--- config.mk ---
export PLATFORM = sky130hd
export DESIGN_NAME = cab_ctrl
export DESIGN_NICKNAME = d
export VERILOG_FILES = /design/src/sv/cab_pkg.sv /design/src/sv/cab_ctrl.sv
export SDC_FILE = /design/constraint.sdc
export NUM_CORES = 1
export LEC_CHECK = 0
export ABC_AREA = 1
export BUFFER_PORTS_ARGS = -buffer_cell sky130_fd_sc_hd__buf_2
export CORE_AREA = 2 2 39 41
export CTS_CLUSTER_SIZE = 16
export DETAILED_ROUTE_END_ITERATION = 10
export DIE_AREA = 0 0 41 43
export SYNTH_ARGS = -nofsm -noshare
export SYNTH_HDL_FRONTEND = slang
export SYNTH_SLANG_ARGS = --single-unit
--- constraint.sdc ---
create_clock -name clk_i -period 2.1 [get_ports clk_i]
set_input_delay 0.315 -clock clk_i [delete_from_list [all_inputs] [get_ports clk_i]]
set_output_delay 0.315 -clock clk_i [all_outputs]
set_load 0.02 [all_outputs]
--- src/sv/cab_pkg.sv ---
`timescale 1ns / 1ps
// Shared types, codes and sizes for the clipped alpha blitter.
// No dependencies; the files that use this package refer to it by scoped names.
package cab_pkg;

  localparam int FRAME_WIDTH_MAX  = 64;
  localparam int FRAME_HEIGHT_MAX = 64;
  localparam int STORE_DEPTH      = FRAME_WIDTH_MAX * FRAME_HEIGHT_MAX;
  localparam int ADDR_W           = $clog2(STORE_DEPTH);
  // wide enough for frame sizes up to 1024 and for dest plus counter sums
  localparam int CMP_W            = 11;
  localparam int CFG_IDX_W        = 3;
  localparam int CFG_DATA_W       = 8;

  // register indexes of the configuration port
  localparam logic [CFG_IDX_W-1:0] CFG_FRAME_WIDTH  = 3'd0;
  localparam logic [CFG_IDX_W-1:0] CFG_FRAME_HEIGHT = 3'd1;
  localparam logic [CFG_IDX_W-1:0] CFG_DEST_X       = 3'd2;
  localparam logic [CFG_IDX_W-1:0] CFG_DEST_Y       = 3'd3;
  localparam logic [CFG_IDX_W-1:0] CFG_RECT_WIDTH   = 3'd4;
  localparam logic [CFG_IDX_W-1:0] CFG_RECT_HEIGHT  = 3'd5;
  localparam logic [CFG_IDX_W-1:0] CFG_PIXEL_MODE   = 3'd6;

  // pixel_mode bits
  localparam int MODE_SRC_ALPHA = 0;
  localparam int MODE_IGNORE    = 1;
  localparam int MODE_TGT_ALPHA = 2;

  typedef enum logic [1:0] {
    FUNC_BLIT = 2'd0,
    FUNC_LOAD = 2'd1,
    FUNC_READ = 2'd2,
    FUNC_NOP  = 2'd3
  } func_e;

  typedef struct packed {
    logic [7:0] alpha;
    logic [7:0] blue;
    logic [7:0] green;
    logic [7:0] red;
  } pixel_t;

  typedef struct packed {
    logic [1:0] func;
    logic [5:0] pixel_x;
    logic [5:0] pixel_y;
    logic [7:0] red;
    logic [7:0] green;
    logic [7:0] blue;
    logic [7:0] alpha;
  } in_t;

  typedef struct packed {
    logic [7:0] out_red;
    logic [7:0] out_green;
    logic [7:0] out_blue;
    logic [7:0] out_alpha;
    logic       written;
    logic       last;
  } out_t;

  // controller to datapath
  typedef struct packed {
    logic capture;
    logic rd_en;
    logic commit;
  } cmd_t;

endpackage

--- src/sv/cab_ctrl.sv ---
`timescale 1ns / 1ps
// Controller: sequences capture, store read and execute for one request and
// owns the output valid flag. Depends on cab_pkg.
module cab_ctrl (
  input  logic          clk_i,
  input  logic          rst_ni,
  input  logic          in_valid_i,
  output logic          in_stall_o,
  output logic          out_valid_o,
  input  logic          out_stall_i,
  output cab_pkg::cmd_t cmd_o
);

  typedef enum logic [2:0] {
    ST_IDLE = 3'b001,
    ST_READ = 3'b010,
    ST_EXEC = 3'b100
  } state_e;

  state_e state_q, state_d;
  logic   out_valid_q, out_valid_d;
  logic   accept, commit;

  assign accept = in_valid_i && (state_q == ST_IDLE);
  // the result register is free when empty or being drained this cycle
  assign commit = (state_q == ST_EXEC) && (!out_valid_q || !out_stall_i);

  always_comb begin
    state_d = state_q;
    case (state_q)
      ST_IDLE: if (accept) state_d = ST_READ;
      ST_READ: state_d = ST_EXEC;
      ST_EXEC: if (commit) state_d = ST_IDLE;
      default: state_d = ST_IDLE;
    endcase

    out_valid_d = out_valid_q;
    if (commit) begin
      out_valid_d = 1'b1;
    end else if (!out_stall_i) begin
      out_valid_d = 1'b0;
    end
  end

  always_ff @(posedge clk_i or negedge rst_ni) begin
    if (!rst_ni) begin
      state_q     <= ST_IDLE;
      out_valid_q <= 1'b0;
    end else begin
      state_q     <= state_d;
      out_valid_q <= out_valid_d;
    end
  end

  assign in_stall_o    = (state_q != ST_IDLE);
  assign out_valid_o   = out_valid_q;
  assign cmd_o.capture = accept;
  assign cmd_o.rd_en   = (state_q == ST_READ);
  assign cmd_o.commit  = commit;

  a_accept_reads: assert property (@(posedge clk_i) disable iff (!rst_ni)
    accept |=> (state_q == ST_READ))
    else $error("accepted request did not move to store read");

  a_read_then_exec: assert property (@(posedge clk_i) disable iff (!rst_ni)
    (state_q == ST_READ) |=> (state_q == ST_EXEC))
    else $error("store read not followed by execute");

  a_commit_shows: assert property (@(posedge clk_i) disable iff (!rst_ni)
    commit |=> out_valid_q)
    else $error("committed result not presented");

  a_exec_waits: assert property (@(posedge clk_i) disable iff (!rst_ni)
    ((state_q == ST_EXEC) && out_valid_q && out_stall_i) |=> (state_q == ST_EXEC))
    else $error("execute left while result register was full");

endmodule

# == Word level (Yosys, flattened, before mapping) ==
# Index checks and enable logic that the tools add are counted.
# Widths: inputs -> output; s select.
# op_classes
order_cmp,0
n_reduce_logical,6
bitwise_logic,0
div_mod_pow,0
shifts,0
multipliers,0
mux,5
n_eq_ne,7
add_sub_neg,0
# ops
cell,n
$pmux 3 s3,1
$mux 3,2
$ne 2x2->1 const B,2
$eq 3x1->1 const B,1
$eq 3x2->1 const B,1
$eq 3x3->1 const B,1
$ne 3x1->1 const B,1
$logic_and 1x1->1,2
$logic_not 1->1,2
$mux 1,2
$ne 2x1->1 const B,1
$reduce_and 2->1,1
$logic_or 1x1->1,1
# word_totals
word_cells,20
mem_count,0
inputBits,4
reg_bits,4
ram_bits,0
out_inout_bits,5
mem_bits_ro,0
latch_bits,0

# == Depth between registers and ports, before layout ==
# depth
depth_word,5
mapped_depth,5
mapped_depth_nobuf,5

# == Worst setup path after synthesis ==
# OpenSTA, ideal clock, no wires.
# synth_path
path_type,register -> output
from,register state_q[0]
to,output port cmd_o[2] (netlist bit)
path_buffers,1
t_required_ns,1.785
arrival_time_ns,0.964
path_slack_ns,0.821
stages_incl_launch_ff,4
cell_sequence,dfstp_2 -> nand3_2 -> nor2_1 -> buf_4
# synth_between
elab_chain_cells,2
# synth_lines
item,line_no,source
from (decl),cab_ctrl.sv:20,"state_e state_q, state_d;"
from (signal assigned),cab_ctrl.sv:50,state_q <= state_d;
$eq 3x1->1,cab_ctrl.sv:24,assign accept = in_valid_i && (state_q == ST_IDLE);
$logic_and 1x1->1,cab_ctrl.sv:24,
to (decl),cab_ctrl.sv:11,output cab_pkg::cmd_t cmd_o
# No other way between the ends.

==> summary.md <==
| Metric | Value |
|---|---|
| Area Growth Syn to Fin | `39.9%` |
| RSZ-0062 raised after global routing | `false` |
| DPL Wire Length | `307 microns` |
| Die ar. | `1760 sq um` |
| Warnings, synthesis | `0` |
| CTS hold repair buffers | `1` |
| Worst slew margin | `91.5%` |
| Post-CTS Resized | `0` |
| Post-synthesis adder-cell area fraction | `0%` |
| Status | `complete, no violations` |
| Number of synthesized register bits | `4` |
| Mean Syn Cell Area | `7.84 sq um` |
| Mux contribution to synthesized area | `0%` |
| FILL cells | `170` |
| WL final | `372 microns` |
| CTS buffer count | `3` |
| Max_cap viols | `0` |
| Crit. End Element | `output pin` |
| Vias after detailed routing | `185` |
| Syn Inst Count | `26` |
| LEAKAGE | `0.184 nW` |
| Layout cells sized above 1 | `35.1%` |
| CP Max Fanout | `4` |
| Critical Path Start Type | `flop` |
| Clock Latency Late Sink | `0.24 ns` |
| Setup TNS | `0 ns` |
| Skew final | `0.00493 ns` |
| Initial antenna violation count | `0` |
| Wire length per cell | `7.02 microns` |
| Port bufs | `8` |
| Clock root cell | `clkbuf_4` |
| Post-route ant nets | `0` |
| Power Density | `1380 nW/um^2` |
| Distinct cells, synth | `9` |
| First-pass GRT wire length | `531 microns` |
| XOR/XNOR Fraction of Synth Area | `0%` |
| Post-synthesis simple-gate area fraction | `31.9%` |
| Final period util | `69.5%` |
| Die width | `41 microns` |
| Sequential fraction of the synthesis area | `49.7%` |
| Vias in the first global route | `163` |
| Grt total ovfl | `0` |
| Total Power | `0.393 mW` |
| Final Hold Fails | `0` |
| Mapped cell area | `204 sq um` |
| Post-synthesis compound-gate area fraction | `0%` |
| GP Congestion | `0.665` |
| # DRC | `0` |
| Std-Cell Rows | `14` |
| Antenna Cells | `0` |
| Design area | `285 sq um` |
| Final #Nets | `42` |
| Total track usage | `5.24%` |
| Crit path kind | `flop to output pin` |
| CP arrival | `1.14 ns` |
| Ports | `9` |
| Core area | `1380 sq um` |
| CTS tree | `built` |
| Clock-pin slew on the worst setup and hold paths | `0.04 ns` |
| Via density | `3.49` |
| Clock Tree Buf Depth | `2` |
| Clk sinks | `4` |
| Critical Path RT | `1.78 ns` |
| H-tree Lvls | `1` |
| Multi-input logic area | `65.1 sq um` |
| Starting Density | `14.7%` |
| Min-Delay Path Class | `input pin to flop` |
| Vert. Die Dim | `43 microns` |
| Slew Limit Fails | `0` |
| Final Setup Violations | `0` |
| Dpl cell area | `249 sq um` |
| Fmax | `685 MHz` |
| Post-CTS setup buffer count | `0` |
| Post-layout min period | `1.46 ns` |
| Maximum vdd drop | `0.000247 V` |
| Largest family of logic cells by synthesized area | `simple AND/OR/NAND/NOR gates` |
| Syn nets | `30` |
| Initial DRC count | `1` |
| Drt pass-1 iters | `2` |
| Storage element area | `101 sq um` |
| Slew at the pin closest to its max-slew limit | `0.127 ns` |
| Largest net degree at the start of global routing | `5` |
==> worst max-delay path: stages (launching register included) <==
cell	delay, ns
dfstp_2	0.55
nand3_2	0.10
nor2_1	0.10
buf_2	0.17
==> logic make-up after synthesis <==
| logic type | count (synthesis) |
|---|---|
| flops | 4 |
| simple gates | 14 |
| buf+inv | 8 |
==> placed cells by master (no fill, tap or decap), drive strengths merged <==
cell and count:
inv 6, nand3 4, buf 8, clkbuf 4, nor2 4, dfstp 1
nand4 1, dfrtp 3, dlygate4sd3 1, nand2 5
==> Yosys cell counts, drive strengths merged <==
library cell	number	area (sq um)
inv	6	22.5
nand2	5	18.8
nand3	4	25.0
nor2	4	15.0
dfrtp	3	75.1
buf	2	15.0
dfstp	1	26.3
nand4	1	6.26
==> report_power, final <==
group          internal, mW  switching [mW]
clock                0.0715          0.0338
combinational        0.0543           0.102
sequential            0.111          0.0206
total                 0.236           0.156
==> final cells by class <==
class                      instances  share of cell area (%)
inverter                           6                    7.89
sequential                         4                    35.5
clock buffer                       4                    9.21
multi-input combinational         14                    22.8
timing repair buffer               9                    17.5
tap                               16                    7.02
==> metrics by stage <==
stage | std cells | util [%] | hold slack, ns | setup slack [ns]
floorplan | 26 | - | 0.0194 | 0.821
global placement | 48 | 18.0 | 0.122 | 0.904
detailed placement | 48 | 18.0 | 0.124 | 0.882
CTS | 53 | 20.6 | 0.302 | 0.627
global route | 53 | 20.6 | 0.311 | 0.573
finish | 53 | 20.6 | 0.305 | 0.641
==> state kept, by name (all words and copies together) (netlist names) <==
name and cells:
state_q 3, out_valid_o 1
==> per-layer routing <==
metal	part of all wire (%)	global-route usage, %
met1	35	3.25
met2	56	7.50
met3	8.3	4.71
met4	0	6.00
met5	0	0
==> worst paths after layout <==
kind / from / end / slack, ns / cells after the start
max: state_q[0]$_DFFE_PN1P_ / cmd_o[2] / 0.64 / 3
min reg2reg: out_valid_o$_DFFE_PN0P_ / out_valid_o$_DFFE_PN0P_ / 0.49 / 2
max reg2reg: state_q[0]$_DFFE_PN1P_ / state_q[0]$_DFFE_PN1P_ / 1.19 / 4
min in group asynchronous: rst_ni / out_valid_o$_DFFE_PN0P_ / 0.41 / 2
min: out_stall_i / out_valid_o$_DFFE_PN0P_ / 0.30 / 3
max in group asynchronous: rst_ni / state_q[0]$_DFFE_PN1P_ / 1.48 / 2
Note: power is estimated with default switching activity, not from simulation.
